[src/design/mftep_pkg.sv]
`timescale 1ns / 1ps
`default_nettype none
// ----------------------------------------------------------------------------
// mftep_pkg
// Shared types and constants for the MIDI file track event parser.
// ----------------------------------------------------------------------------
package mftep_pkg;

    // Field widths
    localparam int BYTE_W  = 8;
    localparam int DATA_W  = 7;
    localparam int VLQ_W   = 28;
    localparam int WAIT_W  = 36;
    localparam int MSPT_W  = 8;
    localparam int CHAN_W  = 4;
    localparam int CFG_IDX_W  = 1;
    localparam int CFG_DATA_W = 8;

    // Configuration register indexes
    localparam logic [CFG_IDX_W-1:0] CFG_MS_PER_TICK = 1'd0;
    localparam logic [CFG_IDX_W-1:0] CFG_OUT_CHANNEL = 1'd1;

    // Configuration reset values
    localparam logic [MSPT_W-1:0] MSPT_RESET = 8'd8;
    localparam logic [CHAN_W-1:0] CHAN_RESET = 4'd0;

    // Status codes: channel message kinds (high nibble), system statuses and the end-of-track meta type
    localparam logic [3:0] KIND_PROGRAM  = 4'hC;
    localparam logic [3:0] KIND_PRESSURE = 4'hD;
    localparam logic [BYTE_W-1:0] ST_SYSEX     = 8'hF0;
    localparam logic [BYTE_W-1:0] ST_SYSEX_ESC = 8'hF7;
    localparam logic [BYTE_W-1:0] ST_META      = 8'hFF;
    localparam logic [BYTE_W-1:0] META_END     = 8'h2F;

    // Parse phase
    typedef enum logic [2:0] {
        PH_DELTA    = 3'd0,
        PH_STATUS   = 3'd1,
        PH_DATA1    = 3'd2,
        PH_DATA2    = 3'd3,
        PH_METATYPE = 3'd4,
        PH_LENGTH   = 3'd5,
        PH_SKIP     = 3'd6
    } t_phase;

    // One result item
    typedef struct packed {
        logic [WAIT_W-1:0] wait_ms;
        logic              send_message;
        logic [BYTE_W-1:0] msg_status;
        logic [DATA_W-1:0] msg_data1;
        logic [DATA_W-1:0] msg_data2;
        logic              end_of_track;
    } t_result;

endpackage : mftep_pkg
`default_nettype wire

[src/design/mftep_byte_if.sv]
`timescale 1ns / 1ps
`default_nettype none
// ----------------------------------------------------------------------------
// mftep_byte_if
// Track byte channel: one track byte per item with a last-byte marker.
// ----------------------------------------------------------------------------
interface mftep_byte_if;
    logic       valid;
    logic       ready;
    logic [7:0] track_byte;
    logic       last_in_track;

    modport source (output valid, output track_byte, output last_in_track, input ready);
    modport sink   (input valid, input track_byte, input last_in_track, output ready);
endinterface : mftep_byte_if
`default_nettype wire

[src/design/mftep_event_if.sv]
`timescale 1ns / 1ps
`default_nettype none
// ----------------------------------------------------------------------------
// mftep_event_if
// Event channel: one completed track event per item.
// ----------------------------------------------------------------------------
interface mftep_event_if;
    logic        valid;
    logic        ready;
    logic [35:0] wait_ms;
    logic        send_message;
    logic [7:0]  msg_status;
    logic [6:0]  msg_data1;
    logic [6:0]  msg_data2;
    logic        end_of_track;

    modport source (output valid, output wait_ms, output send_message, output msg_status,
                    output msg_data1, output msg_data2, output end_of_track, input ready);
    modport sink   (input valid, input wait_ms, input send_message, input msg_status,
                    input msg_data1, input msg_data2, input end_of_track, output ready);
endinterface : mftep_event_if
`default_nettype wire

[src/design/midi_file_track_event_parser_core.sv]
`timescale 1ns / 1ps
`default_nettype none
// ----------------------------------------------------------------------------
// midi_file_track_event_parser_core
// Parses the body of a MIDI file track chunk, one byte per item, into events.
// ----------------------------------------------------------------------------
// Takes one track byte per clock cycle while input ready is high; an event's
// last byte has its result registered in the output stage. Each byte only
// advances a small parse state; the wait (delta ticks times ms_per_tick, a
// 28x8 product) is formed as the result register or skid is loaded. A
// two-entry output stage (result register plus skid) lets the parser keep
// taking bytes while one event waits; input ready drops only when both
// entries are full. Note off/on, poly key pressure and control change give a
// message with the channel from out_channel; other events give a wait only.
// last_in_track returns the parse state to its reset state after that byte.
// ----------------------------------------------------------------------------
module midi_file_track_event_parser_core (
    input  wire                          i_clk,
    input  wire                          i_rst_n,
    input  wire                          i_cfg_we,
    input  wire [mftep_pkg::CFG_IDX_W-1:0]  i_cfg_idx,
    input  wire [mftep_pkg::CFG_DATA_W-1:0] i_cfg_data,
    mftep_byte_if.sink                   i_track,
    mftep_event_if.source                o_event
);
    import mftep_pkg::*;

    // Configuration
    logic [MSPT_W-1:0] r_ms_per_tick;
    logic [CHAN_W-1:0] r_out_channel;

    // Parse state
    t_phase            r_phase,   n_phase;
    logic [VLQ_W-1:0]  r_delta,   n_delta;
    logic [BYTE_W-1:0] r_run,     n_run;
    logic [DATA_W-1:0] r_first,   n_first;
    logic [VLQ_W-1:0]  r_skip,    n_skip;
    logic              r_meta_end, n_meta_end;
    logic [1:0]        r_vlq,     n_vlq;

    // Output stage
    t_result r_out, r_skid;
    logic    r_out_valid, r_skid_valid;

    logic              w_accept;
    logic              w_pop;
    logic              w_done;
    logic              w_send;
    logic [DATA_W-1:0] w_d2;
    logic [VLQ_W-1:0]  w_len;
    logic [BYTE_W-1:0] w_b;
    logic              w_run_one_data;
    t_result           w_res;

    assign w_b      = i_track.track_byte;
    assign w_accept = i_track.valid && i_track.ready;
    assign w_pop    = r_out_valid && o_event.ready;
    assign i_track.ready = !r_skid_valid;

    assign w_run_one_data = (r_run[7:4] == KIND_PROGRAM) || (r_run[7:4] == KIND_PRESSURE);
    assign w_len          = {r_skip[VLQ_W-8:0], w_b[6:0]};

    // Configuration writes
    always_ff @(posedge i_clk) begin
        if (!i_rst_n) begin
            r_ms_per_tick <= MSPT_RESET;
            r_out_channel <= CHAN_RESET;
        end else if (i_cfg_we) begin
            unique case (i_cfg_idx)
                CFG_MS_PER_TICK: r_ms_per_tick <= i_cfg_data;
                CFG_OUT_CHANNEL: r_out_channel <= i_cfg_data[CHAN_W-1:0];
                default: ;
            endcase
        end
    end

    // Parse step for one byte
    always_comb begin
        n_phase    = r_phase;
        n_delta    = r_delta;
        n_run      = r_run;
        n_first    = r_first;
        n_skip     = r_skip;
        n_meta_end = r_meta_end;
        n_vlq      = r_vlq;
        w_done     = 1'b0;
        w_send     = 1'b0;
        w_d2       = w_b[6:0];

        unique case (r_phase)
            PH_STATUS: begin
                if (!w_b[7]) begin
                    // running status: this byte is the first data byte
                    if (r_run[7] && (r_run[7:4] != 4'hF)) begin
                        if (w_run_one_data) begin
                            w_done = 1'b1;
                        end else begin
                            n_first = w_b[6:0];
                            n_phase = PH_DATA2;
                        end
                    end else begin
                        w_done = 1'b1;
                    end
                end else if (w_b[7:4] != 4'hF) begin
                    n_run   = w_b;
                    n_phase = PH_DATA1;
                end else if (w_b == ST_META) begin
                    n_run   = '0;
                    n_phase = PH_METATYPE;
                end else if (w_b == ST_SYSEX || w_b == ST_SYSEX_ESC) begin
                    n_run      = '0;
                    n_meta_end = 1'b0;
                    n_skip     = '0;
                    n_vlq      = '0;
                    n_phase    = PH_LENGTH;
                end else begin
                    // other system status ends the event with no data
                    n_run  = '0;
                    w_done = 1'b1;
                end
            end
            PH_DATA1: begin
                if (w_run_one_data) begin
                    w_done = 1'b1;
                end else begin
                    n_first = w_b[6:0];
                    n_phase = PH_DATA2;
                end
            end
            PH_DATA2: begin
                w_done = 1'b1;
                w_send = (r_run[7:6] == 2'b10);
            end
            PH_METATYPE: begin
                n_meta_end = (w_b == META_END);
                n_skip     = '0;
                n_vlq      = '0;
                n_phase    = PH_LENGTH;
            end
            PH_LENGTH: begin
                n_skip = w_len;
                if (w_b[7] && (r_vlq != 2'd3)) begin
                    n_vlq = r_vlq + 2'd1;
                end else begin
                    n_vlq = '0;
                    if (w_len == '0) begin
                        w_done = 1'b1;
                    end else begin
                        n_phase = PH_SKIP;
                    end
                end
            end
            PH_SKIP: begin
                n_skip = r_skip - VLQ_W'(1);
                if (r_skip == VLQ_W'(1)) begin
                    w_done = 1'b1;
                end
            end
            default: begin
                // delta time, one to four bytes
                n_delta = {r_delta[VLQ_W-8:0], w_b[6:0]};
                if (w_b[7] && (r_vlq != 2'd3)) begin
                    n_vlq   = r_vlq + 2'd1;
                    n_phase = PH_DELTA;
                end else begin
                    n_vlq   = '0;
                    n_phase = PH_STATUS;
                end
            end
        endcase

        // event complete: clear per-event state
        if (w_done) begin
            n_phase    = PH_DELTA;
            n_delta    = '0;
            n_skip     = '0;
            n_meta_end = 1'b0;
            n_vlq      = '0;
        end

        // final byte of the track: back to reset state
        if (i_track.last_in_track) begin
            n_phase    = PH_DELTA;
            n_delta    = '0;
            n_run      = '0;
            n_first    = '0;
            n_skip     = '0;
            n_meta_end = 1'b0;
            n_vlq      = '0;
        end
    end

    // Result item
    always_comb begin
        w_res.wait_ms      = {8'd0, r_delta} * {28'd0, r_ms_per_tick};
        w_res.send_message = w_send;
        w_res.msg_status   = w_send ? {r_run[7:4], r_out_channel} : '0;
        w_res.msg_data1    = w_send ? r_first : '0;
        w_res.msg_data2    = w_send ? w_d2 : '0;
        w_res.end_of_track = r_meta_end;
    end

    // Parse state registers
    always_ff @(posedge i_clk) begin
        if (!i_rst_n) begin
            r_phase    <= PH_DELTA;
            r_delta    <= '0;
            r_run      <= '0;
            r_first    <= '0;
            r_skip     <= '0;
            r_meta_end <= 1'b0;
            r_vlq      <= '0;
        end else if (w_accept) begin
            r_phase    <= n_phase;
            r_delta    <= n_delta;
            r_run      <= n_run;
            r_first    <= n_first;
            r_skip     <= n_skip;
            r_meta_end <= n_meta_end;
            r_vlq      <= n_vlq;
        end
    end

    // Output register with skid entry
    always_ff @(posedge i_clk) begin
        if (!i_rst_n) begin
            r_out_valid  <= 1'b0;
            r_skid_valid <= 1'b0;
        end else if (r_skid_valid) begin
            if (w_pop) begin
                r_skid_valid <= 1'b0;
            end
        end else if (w_accept && w_done) begin
            if (!r_out_valid || w_pop) begin
                r_out_valid <= 1'b1;
            end else begin
                r_skid_valid <= 1'b1;
            end
        end else if (w_pop) begin
            r_out_valid <= 1'b0;
        end
    end

    always_ff @(posedge i_clk) begin
        if (r_skid_valid) begin
            if (w_pop) begin
                r_out <= r_skid;
            end
        end else if (w_accept && w_done) begin
            if (!r_out_valid || w_pop) begin
                r_out <= w_res;
            end else begin
                r_skid <= w_res;
            end
        end
    end

    assign o_event.valid        = r_out_valid;
    assign o_event.wait_ms      = r_out.wait_ms;
    assign o_event.send_message = r_out.send_message;
    assign o_event.msg_status   = r_out.msg_status;
    assign o_event.msg_data1    = r_out.msg_data1;
    assign o_event.msg_data2    = r_out.msg_data2;
    assign o_event.end_of_track = r_out.end_of_track;

    // Assertions
    a_skid_needs_out: assert property (@(posedge i_clk) disable iff (!i_rst_n)
        r_skid_valid |-> r_out_valid)
        else $error("skid entry held while result register empty");

    a_last_clears: assert property (@(posedge i_clk) disable iff (!i_rst_n)
        (w_accept && i_track.last_in_track) |=> (r_phase == PH_DELTA && r_run == '0))
        else $error("parse state not cleared after last track byte");

    a_eot_no_msg: assert property (@(posedge i_clk) disable iff (!i_rst_n)
        (o_event.valid && o_event.end_of_track) |-> !o_event.send_message)
        else $error("end of track event carries a message");

    a_msg_kind: assert property (@(posedge i_clk) disable iff (!i_rst_n)
        (o_event.valid && o_event.send_message) |->
            (o_event.msg_status[7:6] == 2'b10 && o_event.msg_status[3:0] == r_out_channel))
        else $error("message status outside sent kinds or wrong channel");

endmodule : midi_file_track_event_parser_core
`default_nettype wire

[src/flat_wrapper.sv]
// flat-port wrapper written by rule: the top's interface ports become plain ports
module midi_file_track_event_parser_core_flat import mftep_pkg::*;
  (i_clk, i_rst_n, i_cfg_we, i_cfg_idx, i_cfg_data, i_track_valid, i_track_track_byte, i_track_last_in_track, i_track_ready, o_event_valid, o_event_wait_ms, o_event_send_message, o_event_msg_status, o_event_msg_data1, o_event_msg_data2, o_event_end_of_track, o_event_ready);
  mftep_byte_if i_track_i ();
  mftep_event_if o_event_i ();
  input  wire i_clk;
  input  wire i_rst_n;
  input  wire i_cfg_we;
  input  wire [mftep_pkg::CFG_IDX_W-1:0] i_cfg_idx;
  input  wire [mftep_pkg::CFG_DATA_W-1:0] i_cfg_data;
  input wire logic [$bits(i_track_i.valid)-1:0] i_track_valid;
  input wire logic [$bits(i_track_i.track_byte)-1:0] i_track_track_byte;
  input wire logic [$bits(i_track_i.last_in_track)-1:0] i_track_last_in_track;
  output wire logic [$bits(i_track_i.ready)-1:0] i_track_ready;
  output wire logic [$bits(o_event_i.valid)-1:0] o_event_valid;
  output wire logic [$bits(o_event_i.wait_ms)-1:0] o_event_wait_ms;
  output wire logic [$bits(o_event_i.send_message)-1:0] o_event_send_message;
  output wire logic [$bits(o_event_i.msg_status)-1:0] o_event_msg_status;
  output wire logic [$bits(o_event_i.msg_data1)-1:0] o_event_msg_data1;
  output wire logic [$bits(o_event_i.msg_data2)-1:0] o_event_msg_data2;
  output wire logic [$bits(o_event_i.end_of_track)-1:0] o_event_end_of_track;
  input wire logic [$bits(o_event_i.ready)-1:0] o_event_ready;
  assign i_track_i.valid = i_track_valid;
  assign i_track_i.track_byte = i_track_track_byte;
  assign i_track_i.last_in_track = i_track_last_in_track;
  assign i_track_ready = i_track_i.ready;
  assign o_event_valid = o_event_i.valid;
  assign o_event_wait_ms = o_event_i.wait_ms;
  assign o_event_send_message = o_event_i.send_message;
  assign o_event_msg_status = o_event_i.msg_status;
  assign o_event_msg_data1 = o_event_i.msg_data1;
  assign o_event_msg_data2 = o_event_i.msg_data2;
  assign o_event_end_of_track = o_event_i.end_of_track;
  assign o_event_i.ready = o_event_ready;
  midi_file_track_event_parser_core u_core (.i_clk(i_clk), .i_rst_n(i_rst_n), .i_cfg_we(i_cfg_we), .i_cfg_idx(i_cfg_idx), .i_cfg_data(i_cfg_data), .i_track(i_track_i), .o_event(o_event_i));
endmodule
[config.mk]
export PLATFORM = sky130hd
export DESIGN_NAME = midi_file_track_event_parser_core_flat
export DESIGN_NICKNAME = d
export VERILOG_FILES = /design/src/design/mftep_pkg.sv /design/src/design/mftep_byte_if.sv /design/src/design/mftep_event_if.sv /design/src/design/midi_file_track_event_parser_core.sv /design/src/flat_wrapper.sv
export SDC_FILE = /design/constraint.sdc
export NUM_CORES = 1
export LEC_CHECK = 0
export ABC_AREA = 1
export BUFFER_PORTS_ARGS = -buffer_cell sky130_fd_sc_hd__buf_2
export CAP_MARGIN = 25
export CELL_PAD_IN_SITES_DETAIL_PLACEMENT = 1
export CELL_PAD_IN_SITES_GLOBAL_PLACEMENT = 2
export CORE_ASPECT_RATIO = 1.4
export CORE_MARGIN = 2
export CORE_UTILIZATION = 37
export DETAILED_ROUTE_END_ITERATION = 10
export PLACE_DENSITY_LB_ADDON = 0.1
export SLEW_MARGIN = 10
export SYNTH_ARGS = -nofsm -noshare
export SYNTH_HDL_FRONTEND = slang
export SYNTH_SLANG_ARGS = --single-unit
[constraint.sdc]
create_clock -name i_clk -period 6.9 [get_ports i_clk]
set_clock_uncertainty 0.2 [all_clocks]
set_input_delay 0.345 -clock i_clk [delete_from_list [all_inputs] [get_ports i_clk]]
set_output_delay 0.345 -clock i_clk [all_outputs]
set_load 0.05 [all_outputs]
==> metrics.yaml, run 1 <==
flow_run:
  maxCapViolCount: 0
synth:
  muxShareOfSynthArea: 0
  yosysUniqueCellTypes: 42
  yosys.area_share.simple: 0.2574
  synth_compound_area_frac: 0.06182
  syn_nets: 2556
  netlist_instances: 2318
  yosysSeqAreaShare: 0.3122
  async_reset_ff_frac: 0
  synth_area_um2: 17120
  synth.most_common_cell: "nand2_1"
  synth_ff_type: "edfxtp_1"
  yosys.area.top_type: "edfxtp_1"
  synth_top_area_frac: 0.2104
  synth-edff-count: 120
  synthXorXnorAreaFrac: 0.01432
  syn_avg_cell_area_um2: 7.387
  synth-seq-cells: 207
  netlist_top_cells_area: "edfxtp_1 21%, fa_1 18%, nand2_1 16%"
  yosys.area_share.adder: 0.2255
  ys_warn_count: 0
  synth_top_family_by_area: "simple AND/OR/NAND/NOR gates"
  synth_common_cells: "716 x nand2_1, 459 x inv_1, 256 x nor2_1"
place:
  place_ws_ns: 1.470
  dp_hpwl_um: 39030
  place_congestion: 0.8846
  placed_area_um2: 18020
  io_buffers: 84
timing:
  layout_setup_ws_ns: 1.473
  setup_viol: 0
  worst_pin_slew_ns: 0.9960
  grt_setup_unrepaired: "false"
  maxSlewHeadroom: 0.3342
  hold_ws_ns: 0.04339
  hold_violations: 0
  fin_setup_tns_ns: 0
  period_minus_slack_ns: 5.427
  slew_viol_final: 0
  min_period_over_period: 0.7866
  fmax_ghz: 0.1842
floorplan:
  io_pins: 85
  die_area_um2: 48040
  initial_utilization: 0.3735
  die_width_um: 185.8
  placementRows: 93
  dieHeight_um: 258.5
  core_um2: 45850
global_routing:
  antenna_found_initial: 0
  gr-total-overflow: 0
  track_usage: 0.2183
  grt_start_max_net_pins: 63
  grt_first_pass_wirelength_um: 82610
  grt_pass1_vias: 15390
worst_setup_path:
  start_kind: "flop"
  critPathCaptureType: "flop"
  cp_max_fo: 21
  cp.required_ns: 6.98
  worstPathArrival_ns: 5.51
  worstSetupPathType: "flop to flop"
route:
  drc: 0
  antenna_left: 0
  drt_iter0_drc: 458
  via_count: 14220
  routed_wl_um: 50520
  post_drt_wl_per_cell_um: 16.90
  avgViaCountPerCell: 4.756
  first_pass_iters: 4
cts:
  clkSlewWorstSetupHoldPaths_ns: 0.06
  cts_setup_buffers: 0
  cts_inserted_buffers: 23
  root_buffer: "clkbuf_16"
  post_cts_resized: 0
  clock_latency_ns: 0.55
  cts_sinks: 207
  h-tree-depth: 1
  clockBufferDepth: 3
  cts_tree: "built"
pwr:
  p_leak_nw: 10.39
  p_total_w: 0.003842
  powerDensity_nw_per_um2: 203.0
  ir_drop_uv: 164.9
run_status:
  status: "complete, no violations"
cells_and_area:
  design_area_um2: 18930
  layout-drive-gt1-share: 0.07248
  nNetsFinal: 2596
  n_antenna_cell: 0
  syn_to_final_growth_pct: 10.54
min_path:
  min_path_type: "input port to flop"
==> repair_timing <==
item                       in CTS  in global routing
hold buffers                   14                  0
setup endpoints to repair       0                  0
hold endpoints to repair       19                  0
==> sequential cells by signal, indices dropped and copies added (netlist names) <==
name                         cells
u_core.o_event.end_of_track      1
u_core.o_event.msg_data1         7
u_core.o_event.wait_ms          36
u_core.r_skip                   28
u_core.r_vlq                     2
u_core.r_out_channel             4
u_core.r_skid_valid              1
u_core.r_ms_per_tick             8
u_core.r_delta                  28
u_core.r_phase                   3
u_core.r_skid                   60
u_core.o_event.send_message      1
u_core.o_event.msg_data2         7
u_core.r_run                     4
u_core.o_event.msg_status        8
u_core.o_event.valid             1
u_core.r_first                   7
u_core.r_meta_end                1
==> worst max-delay path: stages (launching register included) <==
cell	delay (ns)
dfxtp_1	0.52
buf_4	0.36
nand2_1	0.10
inv_1	0.10
fa_1	0.43
fa_1	0.52
fa_1	0.51
inv_1	0.05
fa_1	0.47
inv_1	0.04
ha_1	0.35
a21oi_1	0.26
nor2_1	0.07
nor2_1	0.29
o21ai_0	0.29
a21oi_1	0.33
nand2_1	0.09
nand2_1	0.09
a31oi_1	0.07
==> per-stage QoR <==
step	std cells	util
after floorplan	2318	-
after global placement	2935	0.3928
after detailed placement	2936	0.3930
after CTS	2990	0.4129
after global routing	2990	0.4129
final	2990	0.4129
==> routing by layer <==
layer / vias up / track usage / wire [um]
li1: 7033 / - / -
met1: 6969 / 0.2515 / 20750
met2: 154 / 0.4230 / 27430
met3: 65 / 0.01616 / 924
met4: 0 / 0.06518 / 1418
met5: - / 0 / 0
==> worst paths after layout <==
check                               start                         end  slack [ns]  depth (start not counted)
setup / recovery  u_core.r_ms_per_tick[2]  u_core.o_event.wait_ms[28]        1.47                         18
hold / removal                  i_cfg_idx     u_core.r_ms_per_tick[3]        0.04                          4
setup reg to reg  u_core.r_ms_per_tick[2]  u_core.o_event.wait_ms[28]        1.47                         18
hold reg to reg         u_core.r_first[6]           u_core.r_first[6]        0.26                          2
==> where the power goes <==
part	switching (W)	total, W	leakage (nW)	internal (W)
Combinational	0.000711	0.00105	8.14	0.000342
Sequential	0.000100	0.00150	1.87	0.00140
Clock	0.000526	0.00129	0.375	0.000762
==> cell usage in the layout, fill, tap and decap left out, drive strengths merged, types with 2 or more instances in the layout <==
| cell | count |
|---|---|
| and2 | 7 |
| nand4 | 14 |
| nor4 | 4 |
| bufinv | 4 |
| nand3 | 66 |
| edfxtp | 120 |
| o21bai | 7 |
| buf | 101 |
| dfxtp | 87 |
| inv | 469 |
| a21oi | 73 |
| clkinv | 8 |
| a22oi | 3 |
| xor2 | 22 |
| fa | 156 |
| nor3 | 15 |
| a31oi | 4 |
| nor2 | 271 |
| clkbuf | 26 |
| ha | 59 |
| xnor2 | 6 |
| nand2 | 722 |
| o21ai | 96 |
| o22ai | 2 |
| dlygate4sd3 | 14 |
| o211ai | 3 |
| a21o | 7 |
==> kinds of logic after synthesis <==
logic type | count (synthesis)
and+or+nand+nor | 1101
adders and majority gates | 215
other | 1
AOI/OAI and AO/OA | 198
buffers and inverters | 568
DFF | 207
xor gates and xnor gates | 28
==> cell type report <==
class / instances / area [um^2]
Clock inverter: 14 / 183.9
Fill cell: 5814 / 26920
Tap cell: 617 / 772.0
Timing Repair Buffer: 115 / 688.2
Sequential cell: 207 / 5346
Multi-Input combinational cell: 1543 / 9589
Inverter: 468 / 1762
Clock buffer: 26 / 586.8
(Power assumes the default switching activity.)
==> inputs of run 2 (changes only) <==
- clock period: 6.9 -> 5.6 ns (I/O delays scaled with it)
==> run 2 against run 1 <==
  * Maximum frequency increased by 4.0%
  * Clock-buffer cell count increased by 3
  * First-iteration DRC count increased by 12%
  * Final cell count increased by 0.97%
  * Combinational power increased by 27%
  * Clock power increased by 20%
  * Design area increased by 1.6%
  * Critical path depth increased by 1
  * Sequential share of layout area decreased by 0.45 points
  * Largest cell class unchanged
  * Largest power group unchanged
==> metrics.yaml, run 2 (synthesis results as in run 1) <==
cts:
  clockBufferDepth: 3
  clock_latency_ns: 0.57
  clkSlewWorstSetupHoldPaths_ns: 0.07
  cts_tree: "built"
  cts_sinks: 207
  h-tree-depth: 1
  root_buffer: "clkbuf_16"
  cts_inserted_buffers: 24
  cts_setup_buffers: 0
pwr:
  p_total_w: 0.004727
  internal_power_w: 0.003052
  switching_power_w: 0.001675
  pwr-share-clk: 0.329
  powerDensity_nw_per_um2: 245.8
  p_leak_nw: 10.53
  ir_drop_uv: 237.1
  seqPwrFrac: 0.389
  combPwrFrac: 0.282
  p_sw_frac: 0.3544
route:
  drc: 0
  routed_wl_um: 51180
  via_count: 14360
  avgViaCountPerCell: 4.756
  first_pass_iters: 4
  post_drt_wl_per_cell_um: 16.95
  drt_iter0_drc: 515
  antenna_left: 0
cells_and_area:
  largest_reg_flops: 60
  nFillCells: 5761
  largest_register: "u_core.r_skid"
  utilization: 0.4195
  syn_to_final_growth_pct: 12.32
  design_area_um2: 19230
  final_common_cell: "nand2_1"
  layout-drive-gt1-share: 0.07747
  nNetsFinal: 2623
  most-common-layout-cells: "716 x nand2_1, 458 x inv_1, 255 x nor2_1, 156 x fa_1, 120 x edfxtp_1"
place:
  place_congestion: 0.8975
  placed_area_um2: 18180
  dp_hpwl_um: 39070
  io_buffers: 84
worst_setup_path:
  crit_family: "adder cells"
  worstPathArrival_ns: 5.44
  cp.required_ns: 5.83
  cp_slowest_cell: "fa_1"
  max_stage_delay_ns: 0.51
  r2r_end: "u_core.o_event.wait_ms[29]"
  start_kind: "flop"
  cp_max_fo: 23
  worst-path-buf-inv: 5
  r2r_slack_ns: 0.38
  crit_chain: "buf_12 > nand2_1 > inv_1 > fa_1 > fa_1 > fa_1 > inv_1 > fa_1 > inv_1 > ha_1 > nand2_1 > nor2_1 > inv_1 > nor3_1 > nand3_1 > nand2_1 > xor2_1 > nand2_1 > nand2_1"
  reg2reg_from: "u_core.r_ms_per_tick[3]"
  rr_worst_depth: 19
  worstSetupPathDepth: 19
  worstSetupPathType: "flop to flop"
  critPathCaptureType: "flop"
  crit_path_frequent_cell: "nand2_1"
timing:
  worst_pin_slew_ns: 0.8957
  min_period_over_period: 0.9316
  hold_ws_ns: 0.07676
  period_minus_slack_ns: 5.217
  maxSlewHeadroom: 0.4029
  setup_viol: 0
  fmax_ghz: 0.1917
  hold_violations: 0
  slew_viol_final: 0
  fin_setup_tns_ns: 0
  grt_setup_unrepaired: "false"
min_path:
  whs_path_depth: 6
  min_path_type: "input port to flop"
  worst_hold_path.endpoint: "u_core.r_phase[0]"
  hp-start: "i_track_valid"
global_routing:
  grt_pass1_vias: 15750
  track_usage: 0.2186
  gr-total-overflow: 0
  grt_first_pass_wirelength_um: 82740
  grt_start_max_net_pins: 78
  antenna_found_initial: 0
flow_run:
  maxCapViolCount: 0
floorplan:
  placementRows: 93
  core_um2: 45850
  die_width_um: 185.8
  initial_utilization: 0.3735
  io_pins: 85
  dieHeight_um: 258.5
  die_area_um2: 48040
run_status:
  status: "complete, no violations"
==> run 2: how the worst max path moves through the flow <==
stage | startpoint | to | slack (ns)
6_report | u_core.r_ms_per_tick[3] | u_core.o_event.wait_ms[29] | 0.38
3_5_place_dp | u_core.r_delta[4] | u_core.r_skid[56] | 0.20
3_3_place_gp | u_core.r_delta[4] | u_core.r_skid[56] | 0.30
2_1_floorplan | u_core.r_ms_per_tick[2] | u_core.r_skid[44] | 0.66
4_1_cts | u_core.r_delta[4] | u_core.r_skid[56] | 0.17
5_1_grt | u_core.r_ms_per_tick[3] | u_core.o_event.wait_ms[33] | 0.05
==> run 2: final cells by class <==
| type | instances | area [um^2] | share of cell area |
|---|---|---|---|
| clock inverters | 13 | 145.1 | 0.007547 |
| well taps | 617 | 772.0 | 0.04014 |
| inverters | 468 | 1762 | 0.09160 |
| clock buffers | 29 | 619.3 | 0.03220 |
| multi-input cells | 1543 | 9589 | 0.4986 |
| flip-flops and latches | 207 | 5346 | 0.2780 |
| repair buffers | 141 | 996.0 | 0.05179 |
| diodes | 1 | 2.502 | 0.0001301 |
==> run 2: per-layer routing <==
| metal | wire (um) | GRT usage |
|---|---|---|
| met1 | 21040 | 0.2469 |
| met2 | 27740 | 0.4291 |
| met3 | 916 | 0.01560 |
| met4 | 1487 | 0.06671 |
| met5 | 0 | 0 |
==> run 2: through the flow <==
step | cells | setup WS [ns]
4_1_cts | 3016 | 0.1706
2_1_floorplan | 2318 | 0.6624
3_5_place_dp | 2948 | 0.1993
3_3_place_gp | 2948 | 0.3046
5_1_grt | 3018 | 0.04660
6_report | 3019 | 0.3828
==> run 2: power by group through the flow <==
stage               clock (W)  combinational, W  sequential [W]
global placement            0           0.00130         0.00187
CTS                   0.00161           0.00136         0.00184
floorplan                   0          0.000957         0.00185
global route          0.00166           0.00154         0.00185
detailed placement          0           0.00134         0.00187
finish                0.00155           0.00133         0.00184
==> run 2: tightest hold or removal path: cells and delay by family <==
kind            cells  cell delay, ns
compound gates      2            0.14
buf+inv             1            0.09
simple gates        3            0.30
==> run 2: repair_timing <==
| item | in CTS | in global routing |
|---|---|---|
| hold buffers | 26 | 0 |
| hold endpoints to repair | 24 | 0 |
| setup endpoints to repair | 0 | 4 |
| gates resized for setup | 0 | 2 |
==> inputs of run 3 (changes only) <==
- ABC_AREA: 1 -> 0
- CORE_UTILIZATION: 37 -> 40
==> run 3 against run 2 <==
  * Final cell count is 24% lower
  * First-iteration DRC count increased by 2.3%
  * Combinational power is 80% lower
  * Global-route usage fell by 0.52 points
  * Synthesized cell count fell by 30%
  * Power shrank 27%
  * Largest cell class unchanged
==> metrics.yaml, run 3 <==
global_routing:
  busiest_layer: "met2"
  grt_first_pass_wirelength_um: 69520
  use_met1: 0.2689
  gr-total-overflow: 0
  antenna_found_initial: 0
  grt_start_max_net_pins: 61
  grt_util_met3: 0.01917
  grt_pass1_vias: 12850
  track_usage: 0.2134
  met2_usage: 0.3880
timing:
  slew_viol_final: 0
  min_period_over_period: 0.9806
  period_minus_slack_ns: 5.491
  worst_pin_slew_ns: 0.8546
  grt_setup_unrepaired: "true"
  setup_viol: 0
  maxSlewHeadroom: 0.4250
  layout_setup_ws_ns: 0.1087
  hold_violations: 0
  hold_ws_ns: 0.05960
  fmax_ghz: 0.1821
pwr:
  switching_power_w: 0.0008367
  p_leak_nw: 8.217
  seqPwrFrac: 0.474
  pwr-share-clk: 0.449
  ir_drop_uv: 194.0
  p_sw_frac: 0.2430
  internal_power_w: 0.002607
  combPwrFrac: 0.077
  powerDensity_nw_per_um2: 183.1
  p_total_w: 0.003444
cts:
  clock_latency_ns: 0.56
  cts_sinks: 207
  clkSlewWorstSetupHoldPaths_ns: 0.06
  root_buffer: "clkbuf_16"
  clockBufferDepth: 3
  cts_inserted_buffers: 23
  h-tree-depth: 1
  cts_tree: "built"
floorplan:
  initial_utilization: 0.4037
  dieHeight_um: 239.3
  die_width_um: 172.0
  io_pins: 85
  placementRows: 86
  core_um2: 39170
  die_area_um2: 41160
synth:
  synth-edff-count: 120
  synth_top_area_frac: 0.2279
  ys_warn_count: 0
  syn_nets: 1850
  yosys.area.top_type: "edfxtp_1"
  synth_ff_type: "edfxtp_1"
  synth_common_cells: "204 x and2_1, 179 x nand2_1, 156 x fa_1"
  netlist_top_cells_area: "edfxtp_1 23%, fa_1 20%, dfxtp_1 11%"
  yosysSeqAreaShare: 0.3380
  async_reset_ff_frac: 0
  synth_area_um2: 15810
  netlist_instances: 1612
  synth.most_common_cell: "and2_1"
  syn_avg_cell_area_um2: 9.809
  yosysUniqueCellTypes: 72
  synth-seq-cells: 207
cells_and_area:
  final_common_cell: "and2_1"
  n_antenna_cell: 0
  layout.cells.non_filler: 2309
  most-common-layout-cells: "202 x and2_1, 176 x nand2_1, 151 x fa_1, 149 x inv_1, 120 x edfxtp_1"
  layout-drive-gt1-share: 0.2004
  syn_to_final_growth_pct: 18.94
  seqCellArea_um2: 5379
  nFillCells: 4452
  multiInputGateArea_um2: 9779
  largest_reg_flops: 60
  largest_register: "u_core.r_skid"
  nNetsFinal: 2002
worst_setup_path:
  reg2reg_from: "u_core.r_ms_per_tick[3]"
  critPathCaptureType: "flop"
  cp.required_ns: 5.71
  worstSetupPathType: "flop to flop"
  startpoint: "u_core.r_ms_per_tick[3]"
  rr_worst_depth: 18
  worstPathArrival_ns: 5.60
  r2r_end: "u_core.o_event.wait_ms[35]"
  cp_max_fo: 7
  start_kind: "flop"
  r2r_slack_ns: 0.11
route:
  avgViaCountPerCell: 5.187
  first_pass_iters: 5
  post_drt_wl_per_cell_um: 19.00
  antenna_left: 0
  drt_iter0_drc: 527
  via_count: 11980
  drc: 0
  routed_wl_um: 43870
min_path:
  hp-start: "i_track_last_in_track"
  whs_path_depth: 5
  worst_hold_path.endpoint: "u_core.r_run[7]"
  min_path_type: "input port to flop"
place:
  place_ws_ns: -0.2862
  placed_cells: 2232
  place_congestion: 0.8388
  dp_hpwl_um: 32190
  io_buffers: 84
run_status:
  status: "complete, no violations"
flow_run:
  maxCapViolCount: 0
run 3: changes by cell type in the layout (fill, tap and decap cells not counted), sizes merged, moves of 12 or more:
cell / change
nand2: -542
inv: -314
nor2: -210
and2: +198
buf: +76
mux2: +49
nand3: -35
nand4: +26
o21ai: -20
xnor2: +18
nor2b: +15
a22oi: +12
run 3: worst max path at each step:
stage | end | slack (ns)
3_5_place_dp | u_core.o_event.wait_ms[34] | -0.29
6_report | u_core.o_event.wait_ms[35] | 0.11
4_1_cts | u_core.o_event.wait_ms[35] | 0.0003
5_1_grt | u_core.o_event.wait_ms[23] | -0.07
3_3_place_gp | u_core.o_event.wait_ms[33] | -0.18
2_1_floorplan | u_core.o_event.wait_ms[32] | 0.15
run 3: kinds of logic after synthesis:
family	Yosys count	share of synthesized area
other	1	0.0002372
adder cells (fa/ha/maj)	215	0.2442
multiplexers	49	0.03489
AND/OR/NAND/NOR	605	0.2013
AO/OA/AOI/OAI	243	0.09535
XOR/XNOR	46	0.02548
flip-flops	207	0.3380
buffers and inverters	246	0.06053
run 3: worst max-delay path: stages (launching register included):
cell and delay, ns:
dfxtp_4 0.38, buf_4 0.14, buf_4 0.15, buf_4 0.15, and2_1 0.17, fa_1 0.49, fa_1 0.57, fa_1 0.43
fa_1 0.54, ha_4 0.22, a21oi_2 0.14, o211ai_1 0.15, a2111oi_2 0.53, nor3_2 0.10, a21oi_2 0.18, o21a_1 0.17
o211ai_1 0.11, nor4b_1 0.16, a221o_1 0.27
run 3: layout make-up:
class,instances,share of cell area
Clock buffer,29,0.03360
Timing Repair Buffer,218,0.08728
Multi-Input combinational cell,1159,0.5200
Sequential cell,207,0.2860
Clock inverter,13,0.007118
Inverter,155,0.03093
Tap cell,528,0.03513
run 3: power groups by stage:
| stage | clock network [W] | registers, W | logic [W] |
|---|---|---|---|
| after floorplan | 0 | 0.00167 | 0.000134 |
| final | 0.00155 | 0.00163 | 0.000265 |
| after CTS | 0.00159 | 0.00163 | 0.000248 |
| after global placement | 0 | 0.00166 | 0.000229 |
| after global routing | 0.00163 | 0.00163 | 0.000292 |
| after detailed placement | 0 | 0.00167 | 0.000235 |
run 3: stage by stage:
| step | cell area, um^2 | TNS [ns] | util |
|---|---|---|---|
| after detailed placement | 17370 | -2.128 | 0.4436 |
| after global placement | 17350 | -1.245 | 0.4429 |
| after global routing | 18810 | -0.3713 | 0.4802 |
| final | 18810 | 0 | 0.4802 |
| after CTS | 18400 | 0 | 0.4697 |
| after floorplan | 15820 | 0 | - |
run 3: layer usage:
metal	wire length, um	vias up
met5	0	-
met3	1037	60
met2	23070	155
met4	1124	0
met1	18630	6044
li1	-	5718
run 3: repair_timing:
item | 4_1_cts | 5_1_grt
gates resized for setup | 13 | 70
gates cloned | 0 | 3
endpoints found under the setup margin | 16 | 18
hold buffers | 23 | 0
buffers inserted | 0 | 9
pin swaps | 1 | 32
endpoints found under the hold margin | 36 | 0
